==> config.mk <==
export PLATFORM = sky130hd
export DESIGN_NAME = fla_fit_unit
export DESIGN_NICKNAME = d
export VERILOG_FILES = /design/src/hdl/fla_pkg.sv /design/src/hdl/fla_fit_unit.sv
export SDC_FILE = /design/constraint.sdc
export NUM_CORES = 1
export LEC_CHECK = 0
export ABC_CLOCK_PERIOD_IN_PS = 4370
export BUFFER_PORTS_ARGS = -buffer_cell sky130_fd_sc_hd__buf_2
export CORE_UTILIZATION = 45
export DETAILED_ROUTE_END_ITERATION = 10
export PLACE_DENSITY = 0.93
export SLEW_MARGIN = 20
export SYNTH_ARGS = -nofsm -noshare
export SYNTH_HDL_FRONTEND = slang
export SYNTH_SLANG_ARGS = --single-unit
==> constraint.sdc <==
create_clock -name vclk -period 4.37
set_input_delay 0.437 -clock vclk [all_inputs]
set_output_delay 0.437 -clock vclk [all_outputs]
set_load 0.005 [all_outputs]
==> src/hdl/fla_pkg.sv <==
// Shared types and codes for the free list allocator.
package fla_pkg;

  localparam logic [1:0] ST_OK      = 2'd0;
  localparam logic [1:0] ST_INVALID = 2'd1;
  localparam logic [1:0] ST_NOMEM   = 2'd2;
  localparam logic [1:0] ST_FULL    = 2'd3;

  localparam logic KIND_ALLOC = 1'b0;
  localparam logic KIND_FREE  = 1'b1;

  localparam logic FIT_FIRST = 1'b0;

  localparam int unsigned ALIGN_BITS = 13;
  localparam int unsigned CFG_BITS   = 17;

endpackage

==> src/hdl/fla_fit_unit.sv <==
// Alignment padding and space need for one extent.
module fla_fit_unit
  import fla_pkg::*;
#(
  parameter int unsigned HEADER_BYTES   = 8,
  parameter int unsigned POOL_ADDR_BITS = 16,
  parameter int unsigned NW             = 18
) (
  input  logic [POOL_ADDR_BITS-1:0] start_i,
  input  logic [ALIGN_BITS-1:0]     mask_i,
  input  logic [NW-1:0]             szh_i,
  output logic [ALIGN_BITS-1:0]     pad_o,
  output logic [NW-1:0]             need_o
);

  logic [NW-1:0] base;

  assign base   = NW'(start_i) + NW'(HEADER_BYTES);
  // distance up to the next aligned address is the negated base under the mask
  assign pad_o  = (ALIGN_BITS'(0) - base[ALIGN_BITS-1:0]) & mask_i;
  assign need_o = NW'(pad_o) + szh_i;

endmodule

==> out/qor.yml, run 1 <==
outcome: "finished, final reports clean"
wire_per_inst_um: 10.9
dr.pass1.iters: 4
endpoint: "need_o[15]"
yosys_warnings: 0
tns_ns: 0
grt_pass1_vias: 1197
io_pins: 78
p_leak_uw: 0.000792
setup_viol_count_final: 0
max_slew_margin: 0.733
holdWs_ns: 1.13
synth_cells: 160
num-fill-cells: 204
worstPathCellList: "buf_2 -> inv_1 -> ha_1 -> nand2b_1 -> nand3_1 -> xor2_1 -> and2_1 -> ha_1 -> nand2_1 -> o21ai_0 -> nor2_1 -> a211oi_1 -> xor2_1 -> buf_2"
rsz0062_at_grt: "no"
dieHeight_um: 51.4
routed_wl_um: 2850
grt_max_degree: 9
synth_compound_area_frac: 0.261
drtIter0Drc: 25
critical_path_cell_count: 14
critPathBufInv: 3
routabilityCongestion: 0.834
nNetsFinal: 297
io_buffers: 75
grtUsageTotal: 0.218
path_max_fanout: 7
row_count: 17
hold_viol: 0
initial_utilization: 0.486
drc: 0
area_delta_synth_final_pct: 36.5
drive_gt1_frac: 0.356
core-area_um2: 2250
crit_path_max_incr_delay_ns: 0.43
critical_path.top_delay_family: "simple AND/OR/NAND/NOR gates"
crit_type: "input port to output port"
grt_pass1_wl_um: 4720
report.final.slew_viol_count: 0
crit_path_top_delay_cell: "ha_1"
synth_xor_area_frac: 0.128
synth_top_family_by_area: "simple AND/OR/NAND/NOR gates"
antenna_cells: 0
nClkBuffers: 0
endpoint_kind: "output port"
worst_slew_pin_slew_ns: 0.396
viasPerCell: 5.46
synth_fa_ha_area_frac: 0.178
via_count: 1425
cts_setup_buffers: 0
ctsResizeCount: 0
syn-cell-area_um2: 1100
multi_input_area_um2: 1050
start_kind: "input port"
worst_ep_required_time_ns: 3.93
die_w_um: 51.4
arrival_ns: 3.00
synth-simple-area-share: 0.389
drv_cap: 0
final-seq-area_um2: 0
syn_avg_cell_area_um2: 6.85
fmax_ghz: 0.291
dieArea_um2: 2640
hold_class: "input port to output port"
ys_seq_area_frac: 0
cts-hold-fix-buffers: 0
startpoint: "start_i[0]"
peakVddDrop_uv: 77.7
post-route-period-util: 0.787
antenna_found_initial: 0
synth_nets: 222
antenna_left: 0
period_minus_slack_ns: 3.44
synth_cell_types: 43
yosys-mux-area-fraction: 0
grt_overflow: 0
flops_and_latches: 0
cellPowerDensity_nw_per_um2: 128
dp_hpwl_um: 2480
## synthesized netlist by cell type (2+ instances only)
master,n,area share
buf_2,2,0.0091
and3b_1,2,0.016
o21ai_0,8,0.037
nor2b_1,4,0.023
nand3_1,5,0.023
a21o_1,2,0.014
o21ai_1,3,0.014
inv_1,8,0.027
a211oi_1,4,0.027
nand2b_1,2,0.011
o211ai_1,3,0.021
ha_1,14,0.16
nor2_1,8,0.027
xor2_1,8,0.064
or3_1,3,0.017
nand4_1,4,0.023
nand2_1,16,0.055
a21oi_1,10,0.046
nor4_1,2,0.011
nor3_1,6,0.027
xnor2_1,8,0.064
and2_1,8,0.046
or2_2,2,0.011
o21a_1,4,0.027
and3_1,6,0.034
## cell families after synthesis
logic type	count (synthesis)
buffers and inverters	11
and+or+nand+nor	75
AOI/OAI and AO/OA	43
xor gates and xnor gates	16
adders and majority gates	15
## power breakdown
| group | internal (uW) | total (uW) | switching [uW] | leakage (uW) |
|---|---|---|---|---|
| combinational | 92.7 | 192 | 98.9 | 0.000792 |
| clock | 0 | 0 | 0 | 0 |
| sequential | 0 | 0 | 0 | 0 |
| total | 92.7 | 192 | 98.9 | 0.000792 |
## cells in the final DEF (no fill, tap or decap), types with 4 or more instances in the layout
master    count
o21a_1        4
xnor2_1       8
o21ai_0       8
inv_1         8
nand2_1      16
a21oi_1      10
and3_1        6
nand4_1       4
nor2b_1       4
a211oi_1      4
nand3_1       5
nor3_1        6
buf_2        75
and2_1        8
ha_1         14
nor2_1        8
xor2_1        8
## metrics by stage
| stage | instance area (um2) | std cells | util | total power, uW | setup slack, ns |
|---|---|---|---|---|---|
| 2_1_floorplan | 1100 | 160 | - | 118 | 1.28 |
| 3_3_place_gp | 1500 | 261 | 0.664 | 187 | 1.00 |
| 3_5_place_dp | 1500 | 261 | 0.664 | 190 | 0.938 |
| 4_1_cts | 1500 | 261 | 0.664 | 191 | 0.934 |
| 5_1_grt | 1500 | 261 | 0.664 | 213 | 0.665 |
| 6_report | 1500 | 261 | 0.664 | 192 | 0.929 |
## worst min path at each step
| stage | startpoint | endpoint | slack (ns) | cells past startpoint |
|---|---|---|---|---|
| 2_1_floorplan | szh_i[13] | need_o[13] | 0.93 | 1 |
| 3_3_place_gp | szh_i[17] | need_o[17] | 1.12 | 3 |
| 3_5_place_dp | szh_i[17] | need_o[17] | 1.13 | 3 |
| 4_1_cts | szh_i[17] | need_o[17] | 1.13 | 3 |
| 5_1_grt | szh_i[17] | need_o[17] | 1.15 | 3 |
| 6_report | szh_i[17] | need_o[17] | 1.13 | 3 |
## layout make-up
cell class	instances	area share
Inverter	8	0.0201
Multi-Input combinational cell	149	0.701
Tap cell	28	0.0234
Timing Repair Buffer	76	0.256
## layer usage
metal / vias to the layer above / wire [um] / global-route usage
li1: 738 / - / -
met1: 633 / 1350 / 0.293
met2: 54 / 1360 / 0.408
met3: 0 / 140 / 0.00298
met4: 0 / 0 / 0
met5: - / 0 / 0
Note: power is estimated with default switching activity, not from simulation.
==> run 2: changes to the inputs <==
--- a/config.mk
+++ b/config.mk
@@ -5,11 +5,12 @@
 export SDC_FILE = /design/constraint.sdc
 export NUM_CORES = 1
 export LEC_CHECK = 0
-export ABC_CLOCK_PERIOD_IN_PS = 4370
+export ABC_CLOCK_PERIOD_IN_PS = 3110
 export BUFFER_PORTS_ARGS = -buffer_cell sky130_fd_sc_hd__buf_2
-export CORE_UTILIZATION = 45
+export CORE_ASPECT_RATIO = 2
+export CORE_UTILIZATION = 40
 export DETAILED_ROUTE_END_ITERATION = 10
-export PLACE_DENSITY = 0.93
+export PLACE_DENSITY = 0.88
 export SLEW_MARGIN = 20
 export SYNTH_ARGS = -nofsm -noshare
 export SYNTH_HDL_FRONTEND = slang
==> constraint.sdc (replaced) <==
create_clock -name vclk -period 3.11
set_input_delay 0.311 -clock vclk [all_inputs]
set_output_delay 0.311 -clock vclk [all_outputs]
set_load 0.005 [all_outputs]
==> out/qor.yml, run 2 (synthesis gave the netlist of run 1 again) <==
outcome: "finished, final reports clean"
mostFrequentLayoutCells: "buf_2 (75), nand2_1 (16), ha_1 (10)"
place_area_um2: 1530
path_max_fanout: 8
final_common_cell: "buf_2"
row_count: 26
grt_max_degree: 9
grt_pass1_vias: 1317
holdPathStages: 3
worst_ep_required_time_ns: 2.80
multi_input_area_um2: 1120
area_delta_synth_final_pct: 46.0
grt_util_met2: 0.433
setup_viol_count_final: 0
max_slew_margin: 0.756
report.final.slew_viol_count: 0
busiest_layer: "met2"
fmax_ghz: 0.335
antenna_left: 0
drc: 0
antenna_found_initial: 0
cts_setup_buffers: 0
drive_gt1_frac: 0.430
arrival_ns: 2.67
worst_slew_pin_slew_ns: 0.364
grt_overflow: 0
post-route-period-util: 0.958
die_w_um: 39.0
grtUsageTotal: 0.217
final_cell_area_um2: 1600
period_minus_slack_ns: 2.98
start_kind: "input port"
dp_hpwl_um: 2890
routabilityCongestion: 0.905
num-fill-cells: 233
drv_cap: 0
grt_pass1_wl_um: 5040
hold_viol: 0
grtUsageMet1: 0.203
crit_type: "input port to output port"
finalPower_uw: 295
endpoint_kind: "output port"
core-area_um2: 2570
flops_and_latches: 0
drtIter0Drc: 29
dr.pass1.iters: 4
io_pins: 78
viasPerCell: 5.67
dieArea_um2: 2970
initial_utilization: 0.426
cellPowerDensity_nw_per_um2: 184
nClkBuffers: 0
via_count: 1502
final-seq-area_um2: 0
met3_usage: 0.0117
peakVddDrop_uv: 91.2
dieHeight_um: 76.0
p_leak_uw: 0.000817
routed_wl_um: 3310
wire_per_inst_um: 12.5
io_buffers: 75
nNetsFinal: 301
rsz0062_at_grt: "yes"
antenna_cells: 0
cts-hold-fix-buffers: 0
hold_class: "input port to output port"
-- run 2: cell types whose count changed in the layout (fill, tap and decap cells not counted), moves of 2 or more --
cell / change
buf_4: +4
ha_1: -4
ha_2: +3
a211oi_1: -2
a211oi_2: +2
a21oi_1: -2
a21oi_2: +2
nor3_1: -2
nor3_2: +2
o21ai_0: -2
-- run 2: path summary, 6_finish.rpt --
| check | slack, ns | endpoint | startpoint |
|---|---|---|---|
| max | 0.13 | need_o[14] | start_i[1] |
| min | 0.88 | need_o[17] | szh_i[17] |
-- run 2: timing repair --
action	in CTS	in global routing
resized for setup	1	16
pin swaps	0	2
endpoints found under the setup margin	4	8
-- run 2: area by class of cell --
type               instances  area share
repair buffers            80       0.258
well taps                 28      0.0219
multi-input cells        149       0.701
inverters                  8      0.0188
-- run 2: critical path: stages --
cell and delay [ns]:
buf_2 0.11, nor3_1 0.20, buf_4 0.19, nor2b_1 0.06, xnor2_1 0.11, and2_1 0.17, ha_1 0.37, a21o_2 0.25
a41oi_2 0.27, nand3_1 0.14, o211ai_1 0.24, xnor2_1 0.14, buf_2 0.12
-- run 2: stage by stage --
step | hold slack, ns | instances | util | setup TNS (ns) | worst slack (ns)
after global placement | 0.872 | 265 | 0.594 | 0 | 0.0214
after CTS | 0.876 | 265 | 0.597 | 0 | 0.0714
after global routing | 0.899 | 265 | 0.623 | -0.0324 | -0.0197
after floorplan | 0.677 | 160 | - | 0 | 0.276
after detailed placement | 0.875 | 265 | 0.594 | -0.0310 | -0.0140
final | 0.876 | 265 | 0.623 | 0 | 0.129
-- run 2: metal layers --
metal / up-vias / routed length, um
met5: - / 0
met4: 0 / 67
met3: 8 / 129
met2: 52 / 2020
met1: 691 / 1090
li1: 751 / -
-- run 2: where the power goes --
group	switching [uW]	internal, uW
Combinational	151	143
Clock	0	0
Sequential	0	0
